===== src/sv/atda_pkg.sv =====
package atda_pkg;

    localparam int MAX_BLOCKS_DEF   = 32;
    localparam int HEADER_BYTES_DEF = 12;
    localparam int ALIGN_BYTES_DEF  = 4;

    localparam logic [1:0] OP_ALLOC = 2'd0;
    localparam logic [1:0] OP_FREE  = 2'd1;
    localparam logic [1:0] OP_STATS = 2'd2;

    localparam logic [1:0] ST_OK       = 2'd0;
    localparam logic [1:0] ST_NOSPACE  = 2'd1;
    localparam logic [1:0] ST_NOTFOUND = 2'd2;
    localparam logic [1:0] ST_BADREQ   = 2'd3;

    localparam logic [15:0] ARENA_RESET = 16'd4096;

    // command broadcast into the cell chain
    typedef struct packed {
        logic        probe;
        logic [16:0] lo;
        logic [17:0] hi;
        logic        release_chk;
        logic [16:0] match_off;
        logic        write;
        logic        clear;
        logic [16:0] wr_start;
        logic [15:0] wr_payload;
    } atda_cmd_t;

    // summary handed along the chain from cell to cell
    typedef struct packed {
        logic        collide;
        logic        found;
        logic        have_free;
        logic [17:0] span;
    } atda_link_t;

endpackage


===== src/sv/atda_cell.sv =====
module atda_cell
    import atda_pkg::*;
#(
    parameter int HEADER_BYTES = HEADER_BYTES_DEF
) (
    input  logic       aclk,
    input  logic       aresetn,
    input  atda_cmd_t  cmd,
    input  logic       sel,
    input  logic       clr_sel,
    input  atda_link_t link_in,
    output atda_link_t link_out,
    output logic       live,
    output logic       hit
);

    logic        live_reg;
    logic [16:0] start_reg;
    logic [15:0] payload_reg;
    logic [17:0] end_val;
    logic        coll;

    assign end_val = {1'b0, start_reg} + 18'(HEADER_BYTES) + {2'b0, payload_reg};
    assign coll = live_reg && cmd.probe && ({1'b0, cmd.lo} < end_val) &&
                  (cmd.hi > {1'b0, start_reg});
    assign hit = live_reg && cmd.release_chk &&
                 (start_reg + 17'(HEADER_BYTES) == cmd.match_off);
    assign live = live_reg;

    always_comb begin
        link_out = link_in;
        link_out.collide = link_in.collide | coll;
        link_out.have_free = link_in.have_free | ~live_reg;
        if (hit && !link_in.found) begin
            link_out.found = 1'b1;
            link_out.span = 18'(HEADER_BYTES) + {2'b0, payload_reg};
        end
    end

    always_ff @(posedge aclk) begin
        if (!aresetn) begin
            live_reg <= 1'b0;
        end else if (cmd.write && sel) begin
            live_reg <= 1'b1;
        end else if (cmd.clear && clr_sel) begin
            live_reg <= 1'b0;
        end
    end

    always_ff @(posedge aclk) begin
        if (cmd.write && sel) begin
            start_reg <= cmd.wr_start;
            payload_reg <= cmd.wr_payload;
        end
    end

endmodule


===== src/sv/atda_chain.sv =====
module atda_chain
    import atda_pkg::*;
#(
    parameter int MAX_BLOCKS   = MAX_BLOCKS_DEF,
    parameter int HEADER_BYTES = HEADER_BYTES_DEF
) (
    input  logic       aclk,
    input  logic       aresetn,
    input  atda_cmd_t  cmd,
    output atda_link_t summary
);

    atda_link_t            link [MAX_BLOCKS+1];
    logic [MAX_BLOCKS-1:0] live_v;
    logic [MAX_BLOCKS-1:0] hit_v;
    logic [MAX_BLOCKS-1:0] sel_v;
    logic [MAX_BLOCKS-1:0] clr_v;

    assign link[0] = '0;

    // lowest free entry and first matching entry
    assign sel_v = ~live_v & (live_v + MAX_BLOCKS'(1));
    assign clr_v = hit_v & (~hit_v + MAX_BLOCKS'(1));

    genvar g;
    generate
        for (g = 0; g < MAX_BLOCKS; g++) begin : g_cell
            atda_cell #(.HEADER_BYTES(HEADER_BYTES)) u_cell (
                .aclk    (aclk),
                .aresetn (aresetn),
                .cmd     (cmd),
                .sel     (sel_v[g]),
                .clr_sel (clr_v[g]),
                .link_in (link[g]),
                .link_out(link[g+1]),
                .live    (live_v[g]),
                .hit     (hit_v[g])
            );
        end
    endgenerate

    assign summary = link[MAX_BLOCKS];

endmodule


===== src/sv/arena_top_down_allocator_top.sv =====
// channel  dir  tdata fields (low bit up)
// s_axis   in   operation[1:0] request_size[17:2] release_offset[33:18]
// m_axis   out  status[1:0] payload_offset[17:2] used_bytes[33:18] free_bytes[49:34]
// apb      in   arena_bytes at address 0
// stats, unused op and bad allocate: the first probe state goes straight to the result;
// free: probe, then evaluate; allocate: tries aligned starts from the top down, up to
// (arena_bytes - HEADER_BYTES - size)/ALIGN_BYTES + 1 starts; table full after one try
// each try is a probe step over the chain of block cells and then an evaluate step
// one item at a time; s_tready low while busy or while a result waits
// aresetn clears all entries at once, no clearing pass
module arena_top_down_allocator_top
    import atda_pkg::*;
#(
    parameter int MAX_BLOCKS   = MAX_BLOCKS_DEF,
    parameter int HEADER_BYTES = HEADER_BYTES_DEF,
    parameter int ALIGN_BYTES  = ALIGN_BYTES_DEF
) (
    input  logic        aclk,
    input  logic        aresetn,
    input  logic        s_tvalid,
    output logic        s_tready,
    input  logic [39:0] s_tdata,  // operation, request_size, release_offset
    output logic        m_tvalid,
    input  logic        m_tready,
    output logic [55:0] m_tdata,  // status, payload_offset, used_bytes, free_bytes
    input  logic        psel,
    input  logic        penable,
    input  logic        pwrite,
    input  logic [1:0]  paddr,
    input  logic [31:0] pwdata,
    output logic [31:0] prdata,
    output logic        pready
);

    typedef enum logic [3:0] {
        S_IDLE  = 4'b0001,
        S_PROBE = 4'b0010,
        S_EVAL  = 4'b0100,
        S_OUT   = 4'b1000
    } state_t;

    state_t      state_reg, state_next;
    logic [15:0] arena_reg;
    logic [15:0] used_reg, used_next;
    logic [1:0]  op_reg;
    logic [15:0] size_reg;
    logic [15:0] off_reg;
    logic [16:0] pos_reg, pos_next;
    logic [16:0] need_reg;
    logic [1:0]  st_reg, st_next;
    logic [15:0] po_reg, po_next;
    logic        first_reg, first_next;
    atda_cmd_t   cmd;
    atda_link_t  sum;
    atda_link_t  sum_reg;
    logic [16:0] need_w;
    logic [16:0] top_w;
    logic [17:0] used_add;
    logic [15:0] free_w;

    assign pready = 1'b1;
    assign prdata = {16'b0, arena_reg};

    always_ff @(posedge aclk) begin
        if (!aresetn) begin
            arena_reg <= ARENA_RESET;
        end else if (psel && penable && pwrite && paddr == 2'd0) begin
            arena_reg <= pwdata[15:0];
        end
    end

    atda_chain #(.MAX_BLOCKS(MAX_BLOCKS), .HEADER_BYTES(HEADER_BYTES)) u_chain (
        .aclk   (aclk),
        .aresetn(aresetn),
        .cmd    (cmd),
        .summary(sum)
    );

    assign need_w = 17'(HEADER_BYTES) + {1'b0, size_reg};
    assign top_w = (17'({1'b0, arena_reg}) - need_w) / 17'(ALIGN_BYTES) * 17'(ALIGN_BYTES);
    assign used_add = {2'b0, used_reg} + {1'b0, need_reg};

    always_comb begin
        cmd = '0;
        cmd.probe = (state_reg == S_PROBE);
        cmd.lo = pos_reg;
        cmd.hi = {1'b0, pos_reg} + {1'b0, need_reg};
        cmd.release_chk = (state_reg == S_PROBE);
        cmd.match_off = {1'b0, off_reg};
        cmd.wr_start = pos_reg;
        cmd.wr_payload = size_reg;
        if (state_reg == S_EVAL) begin
            cmd.write = (op_reg == OP_ALLOC) && !sum_reg.collide && st_reg == ST_OK;
            cmd.clear = (op_reg == OP_FREE) && sum_reg.found;
            cmd.release_chk = cmd.clear;
        end
    end

    always_ff @(posedge aclk) begin
        sum_reg <= sum;
    end

    always_comb begin
        state_next = state_reg;
        used_next = used_reg;
        pos_next = pos_reg;
        st_next = st_reg;
        po_next = po_reg;
        first_next = first_reg;
        case (state_reg)
            S_IDLE: begin
                if (s_tvalid) begin
                    state_next = S_PROBE;
                    st_next = ST_OK;
                    po_next = '0;
                    first_next = 1'b1;
                end
            end
            S_PROBE: begin
                state_next = S_EVAL;
                if (first_reg) begin
                    first_next = 1'b0;
                    case (op_reg)
                        OP_ALLOC: begin
                            if (size_reg == 16'd0 || need_w > {1'b0, arena_reg}) begin
                                st_next = ST_BADREQ;
                                state_next = S_OUT;
                            end else begin
                                pos_next = top_w;
                                state_next = S_PROBE;
                            end
                        end
                        OP_FREE:  state_next = S_EVAL;
                        OP_STATS: state_next = S_OUT;
                        default: begin
                            st_next = ST_BADREQ;
                            state_next = S_OUT;
                        end
                    endcase
                end
            end
            S_EVAL: begin
                state_next = S_OUT;
                if (op_reg == OP_ALLOC) begin
                    if (!sum_reg.have_free) begin
                        st_next = ST_NOSPACE;
                    end else if (!sum_reg.collide) begin
                        po_next = 16'(pos_reg + 17'(HEADER_BYTES));
                        used_next = used_add[17:16] != 2'b0 ? 16'hFFFF : used_add[15:0];
                    end else if (pos_reg < 17'(ALIGN_BYTES)) begin
                        st_next = ST_NOSPACE;
                    end else begin
                        pos_next = pos_reg - 17'(ALIGN_BYTES);
                        state_next = S_PROBE;
                    end
                end else begin
                    if (sum_reg.found) begin
                        used_next = {2'b0, used_reg} > sum_reg.span ?
                                    16'({2'b0, used_reg} - sum_reg.span) : 16'd0;
                    end else begin
                        st_next = ST_NOTFOUND;
                    end
                end
            end
            S_OUT: begin
                if (m_tready) state_next = S_IDLE;
            end
            default: state_next = S_IDLE;
        endcase
    end

    always_ff @(posedge aclk) begin
        if (!aresetn) begin
            state_reg <= S_IDLE;
            used_reg <= '0;
            first_reg <= 1'b0;
        end else begin
            state_reg <= state_next;
            used_reg <= used_next;
            first_reg <= first_next;
        end
    end

    always_ff @(posedge aclk) begin
        pos_reg <= pos_next;
        st_reg <= st_next;
        po_reg <= po_next;
        if (state_reg == S_IDLE && s_tvalid) begin
            op_reg <= s_tdata[1:0];
            size_reg <= s_tdata[17:2];
            off_reg <= s_tdata[33:18];
        end
        if (state_reg == S_PROBE && first_reg) begin
            need_reg <= need_w;
        end
    end

    assign s_tready = (state_reg == S_IDLE);
    assign m_tvalid = (state_reg == S_OUT);
    assign free_w = arena_reg > used_reg ? arena_reg - used_reg : 16'd0;
    assign m_tdata = {6'b0, free_w, used_reg, (st_reg == ST_OK ? po_reg : 16'd0), st_reg};

endmodule

===== config.mk =====
export PLATFORM = sky130hd
export DESIGN_NAME = arena_top_down_allocator_top
export DESIGN_NICKNAME = d
export VERILOG_FILES = /design/src/sv/atda_pkg.sv /design/src/sv/atda_cell.sv /design/src/sv/atda_chain.sv /design/src/sv/arena_top_down_allocator_top.sv
export SDC_FILE = /design/constraint.sdc
export NUM_CORES = 2
export LEC_CHECK = 0
export ABC_AREA = 0
export BUFFER_PORTS_ARGS = -buffer_cell sky130_fd_sc_hd__buf_2
export CAP_MARGIN = 5
export CORE_ASPECT_RATIO = 2
export CORE_UTILIZATION = 45
export CTS_CLUSTER_DIAMETER = 50
export DETAILED_ROUTE_END_ITERATION = 12
export HOLD_SLACK_MARGIN = 0.08
export PLACE_DENSITY = 0.62
export SLEW_MARGIN = 20
export SYNTH_ARGS = -nofsm -noshare
export SYNTH_HDL_FRONTEND = slang
export SYNTH_SLANG_ARGS = --single-unit

===== constraint.sdc =====
create_clock -name aclk -period 7.25 [get_ports aclk]
set_input_delay 0 -clock aclk [delete_from_list [all_inputs] [get_ports aclk]]
set_output_delay 0 -clock aclk [all_outputs]
set_load 0.03 [all_outputs]

Word-level counts from Yosys, hierarchy flattened. Index checks and enable logic that the tools add are counted.

Register bits after elaboration: 1232. Bits of input ports: 81. Output and inout bits: 91. Word-level logic and storage cells: 987.

Add/subtract/negate cells: 138. Order comparisons: 68. Eq/ne operators: 55. Multiplexer cells: 172. Bitwise gates (word level): 98. Reduce and logical (&&, ||, !) cells: 345.

Operators with widths (number): adder 17 x 4 -> 18 bit (second input constant) (32); adder 18 x 16 -> 18 bit (32); > comparator 18 x 17 -> 1 bit (32); < comparator 17 x 18 -> 1 bit (32); adder 4 x 16 -> 17 bit (first input constant) (33); 2-to-1 mux 18 bit (31); adder 17 x 4 -> 17 bit (second input constant) (32); equality test 17 x 16 -> 1 bit (32); logical AND 1 bit (263); 2-to-1 mux 16 bit (12); 2-to-1 mux 17 bit (8); 2-to-1 mux 1 bit (97); nonzero test 2 bit (37); adder 32 x 1 -> 32 bit (second input constant) (2); AND 32 bit (2); inverter 32 bit (2); OR 1 bit (62); case mux 17 bit (2 select lines) (1); logical NOT 1 bit (32); 2-to-1 mux 4 bit (8); inverter 1 bit (32); case mux 16 bit (2 select lines) (1); subtractor 16 bit (2); != test 2 bit (second input constant) (11); other kinds (35) (48).

Longest topological paths before layout.
Word-level depth: 99. Mapped depth: 31. Mapped depth without buffers: 31.

Hierarchy. Synthesis repeated with hierarchy kept, for this count alone.

Cell total of the unflattened synthesis: 13646. Area total of the unflattened synthesis: 133005.1 µm².

Modules (own cells, without submodules): atda_cell at u_chain.g_cell[14].u_cell ... (times used 20, cells an instance 392, area each 3827.4 µm², seq. area each 1011.0 µm²); atda_cell at u_chain.g_cell[0].u_cell ... (times used 11, cells an instance 390, area each 3854.9 µm², seq. area each 1011.0 µm²); arena_top_down_allocator_top (times used 1, cells an instance 1004, area each 9459.1 µm², seq. area each 3623.5 µm²); atda_cell at u_chain.g_cell[1].u_cell (times used 1, cells an instance 392, area each 3836.2 µm², seq. area each 1011.0 µm²); atda_chain (times used 1, cells an instance 120, area each 757.0 µm², seq. area each 0.0 µm²).

Least setup slack after synthesis. OpenSTA, ideal clock, no wires.

Kind: reg2reg. From: reg pos_reg[2]. To: reg sum_reg[20] (netlist bit). Setup time: 120 ps. Arrival time: 6883 ps. Data required time: 7130 ps. Slack: 248 ps. Cell stages (with the launch flop): 27. Path buffers: 0. Period minus slack after synthesis: 7002 ps. Path through: edfxtp_1 ha_1 inv_1 fa_1 inv_1 a21oi_1 o21ai_0 a21oi_1 o21bai_1 a21o_1 a21o_1 a21o_1 a21oi_1 xnor2_1 ha_1 a21o_1 a21o_1 a21oi_1 o21ai_0 a21o_1 a21oi_1 nor3_1 nor4_1 nand4_1 nor3_1 o21ai_0 a211o_1.

RTL lines: start: declaration (line arena_top_down_allocator_top.sv:48) `logic [16:0] pos_reg, pos_next;`; start signal: assignment (line arena_top_down_allocator_top.sv:185) `pos_reg <= pos_next;`; end signal: assignment (line arena_top_down_allocator_top.sv:100) `sum_reg <= sum;`; end: declaration (line arena_top_down_allocator_top.sv:55) `atda_link_t sum_reg;`.

==> out/results.md <==
* cell type of the slowest stage on the worst timing path: sky130_fd_sc_hd__edfxtp_1
* worst-path fanout max: 22
* register bit total from synthesis: 1163
* mean area per synthesized cell: 9.46 um2
* CTS tree: yes
* Post-Synthesis Cell Area: 112000 um2
* number of placement rows: 258
* Via Count: 105k
* count of flip-flops with a built-in enable after synthesis: 1074
* violated checks: negative setup slack
* sequential share of the synthesized area: 30.4%
* worst slew pin tran: 1.28 ns
* peak per-stage delay on the critical path: 0.89 ns
* type of the tightest min-delay check: in -> reg
* Worst Setup Path Type: reg -> reg
* number of cells in the design after placement: 15.5k
* vias per cell: 6.60
* DIE AREA: 251000 um2
* vertical die dimension: 707 um
* arrival time of the worst setup path: 8.14 ns
* period utilisation layout: 101%
* most repeated library cell on the critical path: sky130_fd_sc_hd__buf_4
* cells along the critical path: or3b_2 > or4b_2 > o311ai_1 > nor2_1 > a2111o_1 > buf_4 > or3_1 > a31oi_1 > o31ai_1 > buf_4 > a221oi_1 > buf_4 > o311a_1 > o41ai_1 > buf_4 > mux2_2 > a221oi_1 > o221ai_1 > buf_4 > a21oi_1
* TritonCTS Buffers: 152
* Worst EP required: 8.06 ns
* async set-or-reset flop fraction in the synthesized netlist: 0%
* final setup margin: -0.0786 ns
* Fmax: 136 MHz
* Post-Layout Cell Count: 15.9k
* worst skew pair latency: 0.90 ns
* Slew headroom: 13.8%
* register-to-register setup slack: -0.08 ns
* max reg flops: 512
* area inside the core boundary: 247000 um2
* power density over cell area: 160 nW/um2
* family of cells with the greatest summed delay on the critical path: compound AO/OA/AOI/OAI gates
* number of antenna violations at the first check in global routing: 59
* number of setup buffers added after CTS: 0
* aggregate routed wire length: 558 mm
* number of buffers on the longest clock path: 4
* via count of the first global-routing pass: 105k
* final weighted congestion in routability-driven placement: 1.12
* area growth from synthesis to layout: 13.4%
* number of buffers inserted by port buffering: 124
* result of the run: finished with violations
* final clock skew: 0.0758 ns
* Static Leakage: 53.1 nW
* number of nets at the end of the flow: 14.6k
* routed length per placed instance: 35.0 um
* I/O pin total: 172
* synthesized instance count: 11.8k
* estimated wirelength of the detail-placed design: 417 mm
* count of warnings emitted by yosys: 0
* H-Tree Depth: 4
* leftover overflow at the end of global routing: 0
* worst path bufs/invs: 5
* number of distinct library cells after synthesis: 103
* first-pass GRT wire length: 762 mm
* total DRC errors in the routed layout: 0
* worst IR drop on VDD: 0.000194 V
* final sum of negative setup slack: -0.0786 ns
* combined global-route utilization of all metal layers: 43.4%
* fraction of final layout cells with drive strength greater than 1: 7.96%
* horizontal extent of the die: 355 um
* maximum number of pins on one net before global-route repair: 51
* Pre-antenna DRT Iters: 10
* final count of pins violating max slew: 0
* most common cell after layout, fill and taps aside: sky130_fd_sc_hd__ha_1
* Design Power: 20.4 mW
* final hold vios: 0
* initial standard-cell utilization of the core: 45.3%
* critical path launch point type: flop
* Clock Sink Count: 1163
* shortest period the worst path allows: 7.33 ns
* number of nets with antenna violations after routing: 0
* setup repair after global routing missed its margin: no
* worst hold slack: 0.160 ns
* Clk Tree Root Cell: sky130_fd_sc_hd__clkbuf_16
* Post-synth top flop: sky130_fd_sc_hd__edfxtp_1
* commonest non-fill, non-tap cells in the layout: sky130_fd_sc_hd__ha_1 (2003), sky130_fd_sc_hd__edfxtp_1 (1074), sky130_fd_sc_hd__inv_1 (1022), sky130_fd_sc_hd__xnor2_1 (778), sky130_fd_sc_hd__a21oi_1 (730)
* final setup violation count: 1
* Initial DRC Count: 9810
* clock slew seen by the registers of the worst setup and hold paths: 0.07 ns
* element type at the critical path end: flop
* Max-Cap Viols: 0
-- layer usage --
layer	vias up	global-route usage, %	share of wire (%)
met2	6189	72.6	47
met5	-	0	0.014
met3	2882	9.69	7.7
met1	50694	38.9	30
li1	45319	-	-
met4	14	56.0	16
-- worst min-delay path: cells and delay by family --
kind | cells | cell delay (ns)
AND/OR/NAND/NOR | 1 | 0.16
buffers and inverters | 2 | 0.67
AO/OA/AOI/OAI | 1 | 0.18
-- where the power goes --
| group | internal, mW | switching, mW | total, mW | leakage, nW |
|---|---|---|---|---|
| clock | 4.67 | 3.45 | 8.12 | 2.48 |
| sequential | 7.56 | 0.146 | 7.71 | 10.4 |
| combinational | 1.26 | 3.28 | 4.53 | 40.2 |
| total | 13.5 | 6.87 | 20.4 | 53.1 |
-- metrics by stage --
step	setup slack [ns]	area (um2)	utilization, %
detailed placement	0.543	120000	48.7
CTS	0.483	127000	51.3
global placement	-0.0652	120000	48.7
floorplan	0.248	112000	-
finish	-0.0786	127000	51.4
global route	0.0899	127000	51.4
-- layout make-up --
| class | instances | area (um2) |
|---|---|---|
| Antenna cell | 57 | 143 |
| Clock buffer | 175 | 4020 |
| Clock inverter | 92 | 1100 |
| Fill cell | 22665 | 120000 |
| Inverter | 1030 | 3870 |
| Multi-Input combinational cell | 9421 | 73500 |
| Sequential cell | 1163 | 34000 |
| Tap cell | 3250 | 4070 |
| Timing Repair Buffer | 739 | 6220 |
-- path summary, 6_finish.rpt --
kind	cells after the start	endpoint	from
hold reg to reg	1	first_reg	first_reg
setup / recovery	20	sum_reg[10]	off_reg[10]
hold / removal	4	state_reg[2]	s_tvalid
setup reg to reg	20	sum_reg[10]	off_reg[10]
-- cells in the mapped netlist, drive strengths merged (36+ instances only) --
cell     number  area (um2)
dfxtp        89        1780
nand3       352        1760
a211oi       74         556
or3          77         482
o211ai       61         472
and4         37         324
inv        1024        3840
fa           36         721
nand2       542        2030
edfxtp     1074       32300
or4          54         417
o22ai        52         325
nand4       294        1840
o21ai       602        3020
o21a        235        1760
o2111ai      78         689
a22oi        42         315
ha         2003       25100
nor4        159        1030
a21oi       730        3650
o21bai      174        1310
a2111oi      46         409
a21o        144        1080
mux2i        58         581
nor2        679        2550
o221ai       49         429
a31oi        95         594
a21boi       39         293
nand2b      172        1080
nor3        263        1330
buf         132         753
nor3b        57         433
clkbuf      112         423
nor2b       201        1260
and2         49         307
xnor2       787        6890
and3        133         832
xor2        591        5180
-- kinds of logic (layout without fill, tap and decap cells) --
| kind of cell | after synthesis | after routing | synth area share (%) |
|---|---|---|---|
| simple gates | 3168 | 3168 | 14.7 |
| mux | 65 | 65 | 0.599 |
| other cells | 2 | 82 | 0.00671 |
| buf+inv | 1274 | 2036 | 4.50 |
| compound gates | 2746 | 2746 | 16.0 |
| flops | 1163 | 1163 | 30.4 |
| xor+xnor | 1378 | 1378 | 10.8 |
| fa+ha+maj | 2039 | 2039 | 23.0 |
-- repair_timing --
action	CTS	global route
setup endpoints to repair	0	1
hold buffers	136	0
hold endpoints to repair	107	0
gates resized for setup	0	1
Power figures use the tool's default switching activity.
